`src/rtl/core/sspr_pkg.sv`:
```
package sspr_pkg;

    localparam logic [7:0] HDR_BYTE = 8'hFF;
    localparam logic [7:0] MIN_LEN  = 8'd2;
    localparam logic [7:0] MAX_LEN_RESET = 8'd255;

    // parser phases
    localparam logic [2:0] PH_HUNT   = 3'd0;
    localparam logic [2:0] PH_ONE_FF = 3'd1;
    localparam logic [2:0] PH_ID     = 3'd2;
    localparam logic [2:0] PH_LEN    = 3'd3;
    localparam logic [2:0] PH_ERR    = 3'd4;
    localparam logic [2:0] PH_PARAM  = 3'd5;
    localparam logic [2:0] PH_CSUM   = 3'd6;

    // result kinds
    localparam logic [1:0] KIND_PARAM    = 2'd0;
    localparam logic [1:0] KIND_GOOD     = 2'd1;
    localparam logic [1:0] KIND_BAD_CSUM = 2'd2;
    localparam logic [1:0] KIND_BAD_LEN  = 2'd3;

    localparam int QUEUE_DEPTH = 2;

    typedef struct packed {
        logic [1:0] kind;
        logic [7:0] device_id;
        logic [7:0] status_error;
        logic [7:0] byte_index;
        logic [7:0] data_byte;
    } sspr_evt_t;

endpackage

```
`src/rtl/core/sspr_front.sv`:
```
module sspr_front
(
    input  logic              clk,
    input  logic              rst_n,
    input  logic              cfg_we,
    input  logic [7:0]        cfg_wdata,
    input  logic              accept,
    input  logic [7:0]        rx_byte,
    output logic              evt_push,
    output sspr_pkg::sspr_evt_t evt
);
    import sspr_pkg::*;

    logic [7:0] max_length_reg;
    logic [2:0] phase_reg, phase_next;
    logic [7:0] packet_id_reg, packet_id_next;
    logic [7:0] length_reg, length_next;
    logic [7:0] count_reg, count_next;
    logic [7:0] sum_reg, sum_next;
    logic [7:0] error_reg, error_next;
    logic       last_param;

    // compared against the count after this parameter
    assign last_param = ({1'b0, count_reg} + 9'd1 + {1'b0, MIN_LEN}) >= {1'b0, length_reg};

    always_comb
    begin
        phase_next     = phase_reg;
        packet_id_next = packet_id_reg;
        length_next    = length_reg;
        count_next     = count_reg;
        sum_next       = sum_reg;
        error_next     = error_reg;
        evt_push       = 1'b0;
        evt.kind         = KIND_PARAM;
        evt.device_id    = packet_id_reg;
        evt.status_error = 8'd0;
        evt.byte_index   = 8'd0;
        evt.data_byte    = 8'd0;
        if (accept)
        begin
            unique case (phase_reg)
                PH_ONE_FF:
                begin
                    phase_next = (rx_byte == HDR_BYTE) ? PH_ID : PH_HUNT;
                end
                PH_ID:
                begin
                    packet_id_next = rx_byte;
                    sum_next       = rx_byte;
                    phase_next     = PH_LEN;
                end
                PH_LEN:
                begin
                    length_next = rx_byte;
                    if (rx_byte < MIN_LEN || rx_byte > max_length_reg)
                    begin
                        phase_next = PH_HUNT;
                        evt_push   = 1'b1;
                        evt.kind   = KIND_BAD_LEN;
                    end
                    else
                    begin
                        sum_next   = sum_reg + rx_byte;
                        phase_next = PH_ERR;
                    end
                end
                PH_ERR:
                begin
                    error_next = rx_byte;
                    sum_next   = sum_reg + rx_byte;
                    count_next = 8'd0;
                    phase_next = (length_reg == MIN_LEN) ? PH_CSUM : PH_PARAM;
                end
                PH_PARAM:
                begin
                    evt_push         = 1'b1;
                    evt.kind         = KIND_PARAM;
                    evt.status_error = error_reg;
                    evt.byte_index   = count_reg;
                    evt.data_byte    = rx_byte;
                    sum_next         = sum_reg + rx_byte;
                    count_next       = count_reg + 8'd1;
                    if (last_param)
                    begin
                        phase_next = PH_CSUM;
                    end
                end
                PH_CSUM:
                begin
                    evt_push         = 1'b1;
                    evt.kind         = (rx_byte == ~sum_reg) ? KIND_GOOD : KIND_BAD_CSUM;
                    evt.status_error = error_reg;
                    evt.byte_index   = count_reg;
                    phase_next       = PH_HUNT;
                end
                default:
                begin
                    // hunting, and the unused code
                    phase_next = (rx_byte == HDR_BYTE) ? PH_ONE_FF : PH_HUNT;
                end
            endcase
        end
    end

    always_ff @(posedge clk or negedge rst_n)
    begin
        if (!rst_n)
        begin
            max_length_reg <= MAX_LEN_RESET;
            phase_reg      <= PH_HUNT;
            packet_id_reg  <= 8'd0;
            length_reg     <= 8'd0;
            count_reg      <= 8'd0;
            sum_reg        <= 8'd0;
            error_reg      <= 8'd0;
        end
        else
        begin
            if (cfg_we)
            begin
                max_length_reg <= cfg_wdata;
            end
            phase_reg     <= phase_next;
            packet_id_reg <= packet_id_next;
            length_reg    <= length_next;
            count_reg     <= count_next;
            sum_reg       <= sum_next;
            error_reg     <= error_next;
        end
    end

endmodule

```
`src/rtl/core/sspr_queue.sv`:
```
module sspr_queue
(
    input  logic                clk,
    input  logic                rst_n,
    input  logic                push,
    input  sspr_pkg::sspr_evt_t push_data,
    output logic                full,
    input  logic                pop,
    output logic                not_empty,
    output sspr_pkg::sspr_evt_t pop_data
);
    import sspr_pkg::*;

    localparam int PTR_W = $clog2(QUEUE_DEPTH);

    sspr_evt_t            entry_reg [QUEUE_DEPTH];
    logic [PTR_W-1:0]     wr_ptr_reg;
    logic [PTR_W-1:0]     rd_ptr_reg;
    logic [PTR_W:0]       count_reg;

    assign full      = (count_reg == (PTR_W+1)'(QUEUE_DEPTH));
    assign not_empty = (count_reg != '0);
    assign pop_data  = entry_reg[rd_ptr_reg];

    always_ff @(posedge clk)
    begin
        if (push)
        begin
            entry_reg[wr_ptr_reg] <= push_data;
        end
    end

    always_ff @(posedge clk or negedge rst_n)
    begin
        if (!rst_n)
        begin
            wr_ptr_reg <= '0;
            rd_ptr_reg <= '0;
            count_reg  <= '0;
        end
        else
        begin
            if (push)
            begin
                wr_ptr_reg <= (wr_ptr_reg == PTR_W'(QUEUE_DEPTH - 1)) ? '0 : wr_ptr_reg + 1'b1;
            end
            if (pop)
            begin
                rd_ptr_reg <= (rd_ptr_reg == PTR_W'(QUEUE_DEPTH - 1)) ? '0 : rd_ptr_reg + 1'b1;
            end
            if (push && !pop)
            begin
                count_reg <= count_reg + 1'b1;
            end
            else if (pop && !push)
            begin
                count_reg <= count_reg - 1'b1;
            end
        end
    end

endmodule

```
`src/rtl/core/sspr_back.sv`:
```
module sspr_back
(
    input  logic                clk,
    input  logic                rst_n,
    input  logic                q_not_empty,
    input  sspr_pkg::sspr_evt_t q_data,
    output logic                q_pop,
    output logic                out_valid,
    input  logic                out_ready,
    output logic [1:0]          kind,
    output logic [7:0]          device_id,
    output logic [7:0]          status_error,
    output logic [7:0]          byte_index,
    output logic [7:0]          data_byte
);
    import sspr_pkg::*;

    logic      valid_reg;
    sspr_evt_t beat_reg;

    // refill the output register when it is empty or its beat leaves now
    assign q_pop = q_not_empty && (!valid_reg || out_ready);

    always_ff @(posedge clk or negedge rst_n)
    begin
        if (!rst_n)
        begin
            valid_reg <= 1'b0;
        end
        else if (!valid_reg || out_ready)
        begin
            valid_reg <= q_not_empty;
        end
    end

    always_ff @(posedge clk)
    begin
        if (q_pop)
        begin
            beat_reg <= q_data;
        end
    end

    assign out_valid    = valid_reg;
    assign kind         = beat_reg.kind;
    assign device_id    = beat_reg.device_id;
    assign status_error = beat_reg.status_error;
    assign byte_index   = beat_reg.byte_index;
    assign data_byte    = beat_reg.data_byte;

endmodule

```
`src/rtl/core/servo_status_packet_receiver_unit.sv`:
```
// servo status packet receiver
// in channel: in_valid/in_ready carry one received bus byte (rx_byte) per beat.
// out channel: out_valid/out_ready carry zero or one result per input byte:
//   kind (parameter byte, packet good, bad checksum, bad length), device_id,
//   status_error, byte_index and data_byte.
// config: cfg_we writes cfg_wdata into max_length, the largest length byte
//   accepted; write only while the block is idle.
// throughput: one byte per cycle while in_ready is high; the header parser
//   finishes each byte in the cycle it is accepted, so nothing in the front loops over cycles.
// output path: a result's event enters the queue at the edge that accepts its
//   byte and moves into the output register when that register is empty or
//   its beat leaves.
// stall: a two-entry event queue sits between the parser and the output
//   register; in_ready drops only while that queue is full, so with the output
//   stalled up to three results are held before input is refused.
// reset: the parser hunts for the 0xFF 0xFF header, max_length returns to 255
//   and queue and output register are emptied.
module servo_status_packet_receiver_unit
(
    input  logic       clk,
    input  logic       rst_n,
    input  logic       cfg_we,
    input  logic [7:0] cfg_wdata,
    input  logic       in_valid,
    output logic       in_ready,
    input  logic [7:0] rx_byte,
    output logic       out_valid,
    input  logic       out_ready,
    output logic [1:0] kind,
    output logic [7:0] device_id,
    output logic [7:0] status_error,
    output logic [7:0] byte_index,
    output logic [7:0] data_byte
);
    import sspr_pkg::*;

    logic      accept;
    logic      evt_push;
    sspr_evt_t evt;
    logic      q_full;
    logic      q_pop;
    logic      q_not_empty;
    sspr_evt_t q_data;

    assign in_ready = !q_full;
    assign accept   = in_valid && in_ready;

    sspr_front u_front
    (
        .clk       (clk),
        .rst_n     (rst_n),
        .cfg_we    (cfg_we),
        .cfg_wdata (cfg_wdata),
        .accept    (accept),
        .rx_byte   (rx_byte),
        .evt_push  (evt_push),
        .evt       (evt)
    );

    sspr_queue u_queue
    (
        .clk       (clk),
        .rst_n     (rst_n),
        .push      (evt_push),
        .push_data (evt),
        .full      (q_full),
        .pop       (q_pop),
        .not_empty (q_not_empty),
        .pop_data  (q_data)
    );

    sspr_back u_back
    (
        .clk          (clk),
        .rst_n        (rst_n),
        .q_not_empty  (q_not_empty),
        .q_data       (q_data),
        .q_pop        (q_pop),
        .out_valid    (out_valid),
        .out_ready    (out_ready),
        .kind         (kind),
        .device_id    (device_id),
        .status_error (status_error),
        .byte_index   (byte_index),
        .data_byte    (data_byte)
    );

`ifndef NO_ASSERTIONS
    a_verdict_no_data: assert property (@(posedge clk) disable iff (!rst_n)
        (out_valid && kind != KIND_PARAM) |-> data_byte == 8'd0)
        else $error("verdict carries a data byte");

    a_bad_len_clear: assert property (@(posedge clk) disable iff (!rst_n)
        (out_valid && kind == KIND_BAD_LEN) |-> (status_error == 8'd0 && byte_index == 8'd0))
        else $error("bad-length verdict carries error or index");

    a_param_index: assert property (@(posedge clk) disable iff (!rst_n)
        (out_valid && kind == KIND_PARAM) |-> (byte_index != 8'd254 && byte_index != 8'd255))
        else $error("parameter index out of range");

    a_queue_to_out: assert property (@(posedge clk) disable iff (!rst_n)
        (q_not_empty && !out_valid) |=> out_valid)
        else $error("queued event not moved to output");
`endif

endmodule
```
`config.mk`:
```
export PLATFORM = sky130hd
export DESIGN_NAME = servo_status_packet_receiver_unit
export DESIGN_NICKNAME = d
export VERILOG_FILES = /design/src/rtl/core/sspr_pkg.sv /design/src/rtl/core/sspr_front.sv /design/src/rtl/core/sspr_queue.sv /design/src/rtl/core/sspr_back.sv /design/src/rtl/core/servo_status_packet_receiver_unit.sv
export SDC_FILE = /design/constraint.sdc
export NUM_CORES = 1
export LEC_CHECK = 0
export ABC_AREA = 1
export ABC_CLOCK_PERIOD_IN_PS = 4900
export BUFFER_PORTS_ARGS = -buffer_cell sky130_fd_sc_hd__buf_4
export CAP_MARGIN = 30
export CORE_MARGIN = 4
export CORE_UTILIZATION = 45
export CTS_CLUSTER_SIZE = 24
export DETAILED_ROUTE_END_ITERATION = 8
export PLACE_DENSITY = 0.74
export SLEW_MARGIN = 30
export SYNTH_ARGS = -nofsm -noshare
export SYNTH_HDL_FRONTEND = slang
export SYNTH_HIERARCHICAL = 1
export SYNTH_SLANG_ARGS = --single-unit
```
`constraint.sdc`:
```
create_clock -name clk -period 4.9 [get_ports clk]
set_input_delay 1.47 -clock clk [delete_from_list [all_inputs] [get_ports clk]]
set_output_delay 1.47 -clock clk [all_outputs]
set_load 0.005 [all_outputs]
```
==> flow_summary.json <==
{
  "preCtsSetupSlack_ns": 1.232,
  "ctsResizeCount": 0,
  "antenna_found_initial": 0,
  "nNetsFinal": 732,
  "endpoint_kind": "register",
  "diodes": 0,
  "ys_ff_latch": 158,
  "r2r_start": "u_queue/count_reg[1]",
  "reg2reg_depth": 10,
  "die_x_um": 135.4,
  "cp_slowest_cell": "buf_4",
  "cp.arrival_ns": 3.32,
  "maxCapViolCount": 0,
  "crit_buf_inv": 3,
  "overflow": 0,
  "syn_avg_cell_area_um2": 11.77,
  "max_freq_ghz": 0.3076,
  "final_area_um2": 8473,
  "yosys_warnings": 6,
  "hold_violations": 0,
  "worst_pin_slew_ns": 0.8374,
  "ant_nets": 0,
  "crit_chain": "buf_4 -> ha_1 -> nand2_1 -> nor2_1 -> nand2_1 -> nand2_1 -> nand2_1 -> nand2_1 -> nand3_1 -> nand2_1 -> inv_1 -> nor2_2 -> buf_4",
  "core_area_um2": 15890,
  "final_util_pct": 53.34,
  "cp.required_ns": 4.96,
  "worst_path_most_repeated_cell": "nand2_1",
  "grt_first_pass_wirelength_um": 23160,
  "post_dp_cell_area_um2": 7885,
  "cts-buffers-inserted": 17,
  "htree_levels": 4,
  "setup-tns-final_ns": 0,
  "fin_skew_ns": 0.005031,
  "grt_usage_pct": 16.30,
  "status": "finished clean",
  "syn2layout_area_growth_pct": 16.08,
  "drive_above_1_share_pct": 24.25,
  "dpl.cell_count": 881,
  "period_needed_ns": 3.251,
  "yosys_most_used_dff": "edfxtp_1",
  "cp_top_family": "simple AND/OR/NAND/NOR gates",
  "die_y_um": 135.4,
  "grt_pass1_vias": 4627,
  "cts_tree": "done",
  "leakage_nw": 3.702,
  "post-route-drc-count": 0,
  "wire_per_inst_um": 15.40,
  "postLayoutSetupSlackWorst_ns": 1.649,
  "cts-root-buf": "clkbuf_16",
  "finalSetupViolations": 0,
  "slowest_delay_ns": 0.39,
  "r2r-end": "u_queue/entry_reg[0][32]",
  "largest_reg_flops": 68,
  "initial_core_util_pct": 45.95,
  "hp-class": "reg -> reg",
  "rows": 46,
  "vias": 4628,
  "critical_path_class": "in -> reg",
  "post-route-period-util_pct": 66.35,
  "synth_edf_count": 102,
  "min_delay_path_depth": 0,
  "peakVddDrop_mv": 0.2172,
  "clock_path_buffers": 2,
  "hold-path-endpoint": "u_queue/entry_reg[1][29]",
  "synthArstFlopShare_pct": 35.44,
  "portBuffers": 56,
  "drt_iter0_markers": 491,
  "cp_max_fo": 34,
  "dp_hpwl_um": 9793,
  "grt_setup_unrepaired": "false",
  "routed_wl_um": 14060,
  "vias_per_cell": 5.069,
  "hp-start": "u_front/packet_id_reg[5]",
  "dr.pass1.iters": 6,
  "layout.cells.non_filler": 913,
  "slew_viol_final": 0,
  "cts.clk_slew.worst_paths_ns": 0.06,
  "dieArea_um2": 18320,
  "cts.sinks": 158,
  "grt_max_degree": 57,
  "ys_types": 42,
  "ioPinCount": 57,
  "synth_fp_nets": 668,
  "synth_area_um2": 7300,
  "p_per_area_nw_per_um2": 449.3,
  "post_cts_buffers": 0,
  "worstSkewPairLatency_ns": 0.42,
  "ys_seq_area_share_pct": 61.30,
  "cp-start-kind": "primary input",
  "fillers": 1347,
  "synth_cells": 620,
  "hold_buffers": 0,
  "place.gp.congestion": 0.8868,
  "r2r_setup_slack_ns": 2.23,
  "maxSlewHeadroom_pct": 44.11
}
[worst max path at each step]
stage | to | depth (start not counted) | startpoint | slack [ns]
2_1_floorplan | u_queue/entry_reg[0][0] | 10 | in_valid | 0.56
3_3_place_gp | u_queue/entry_reg[0][30] | 10 | in_valid | 1.30
5_1_grt | u_queue/entry_reg[0][32] | 17 | rx_byte[0] | 1.40
4_1_cts | u_queue/entry_reg[0][32] | 10 | in_valid | 1.67
3_5_place_dp | u_queue/entry_reg[0][30] | 10 | in_valid | 1.23
6_report | u_queue/entry_reg[0][32] | 13 | rx_byte[7] | 1.65
[metal layers]
metal  global-route usage, %  up-vias  wire length, µm  share of wire, %
met5                       0        -                0                 0
met4                   6.271        0              326               2.3
met3                   4.049       30              765               5.4
met2                   26.60      160             6801                48
met1                   21.10     2206             6170                44
li1                        -     2232                -                 -
[cell usage in the layout, fill, tap and decap left out, drive strengths merged]
cell,instances
a21boi,1
a21o,4
a21oi,15
a31oi,2
buf,59
bufinv,2
clkbuf,24
clkinv,1
clkinvlp,3
dfrtp,48
dfstp,8
edfxtp,102
fa,1
ha,26
inv,79
mux2,35
nand2,126
nand3,22
nand4,9
nor2,52
nor3,9
nor3b,1
nor4,3
o21a,1
o21ai,47
o21bai,1
o22ai,2
o31ai,1
xnor2,4
xor2,9
[synth_stat cells (all sizes together), types with 3 or more instances]
| library cell | count | share of area [%] |
|---|---|---|
| o21ai | 47 | 3.4 |
| ha | 26 | 4.5 |
| nor2 | 52 | 3.4 |
| xor2 | 9 | 1.1 |
| a21o | 4 | 0.41 |
| nand4 | 9 | 0.98 |
| nand3 | 22 | 1.6 |
| xnor2 | 4 | 0.48 |
| edfxtp | 102 | 42 |
| inv | 77 | 4.0 |
| dfstp | 8 | 2.9 |
| nand2 | 126 | 7.0 |
| buf | 12 | 1.8 |
| nor4 | 3 | 0.26 |
| mux2 | 35 | 6.9 |
| dfrtp | 48 | 16 |
| nor3 | 9 | 0.62 |
| a21oi | 15 | 1.1 |
[where the power goes]
part           total, mW  switching (mW)  internal, mW
registers           1.78           0.126          1.65
logic              0.737           0.300         0.437
clock network       1.29           0.499         0.792
[per-stage QoR]
| stage | power, mW | hold WS, ns |
|---|---|---|
| after floorplan | 2.274 | 0.4417 |
| after detailed placement | 2.563 | 0.4575 |
| after global placement | 2.543 | 0.4523 |
| after global routing | 3.973 | 0.4903 |
| after CTS | 3.851 | 0.4733 |
| final | 3.807 | 0.4731 |
[cell type report]
| type | instances | area, µm² | share of cell area [%] |
|---|---|---|---|
| Clock buffer | 24 | 481.7 | 5.685 |
| Sequential cell | 158 | 4478 | 52.85 |
| Clock inverter | 8 | 103.9 | 1.226 |
| Multi-Input combinational cell | 371 | 2407 | 28.41 |
| Inverter | 77 | 289.0 | 3.411 |
| Timing Repair Buffer | 59 | 442.9 | 5.227 |
| Tap cell | 216 | 270.3 | 3.190 |
[cell families after synthesis]
kind of cell | synth area share (%)
buffers and inverters | 5.862
AND/OR/NAND/NOR | 13.94
XOR/XNOR | 1.560
multiplexers | 6.891
flip-flops | 61.30
AO/OA/AOI/OAI | 5.725
adder cells (fa/ha/maj) | 4.731
Power figures use the tool's default switching activity.
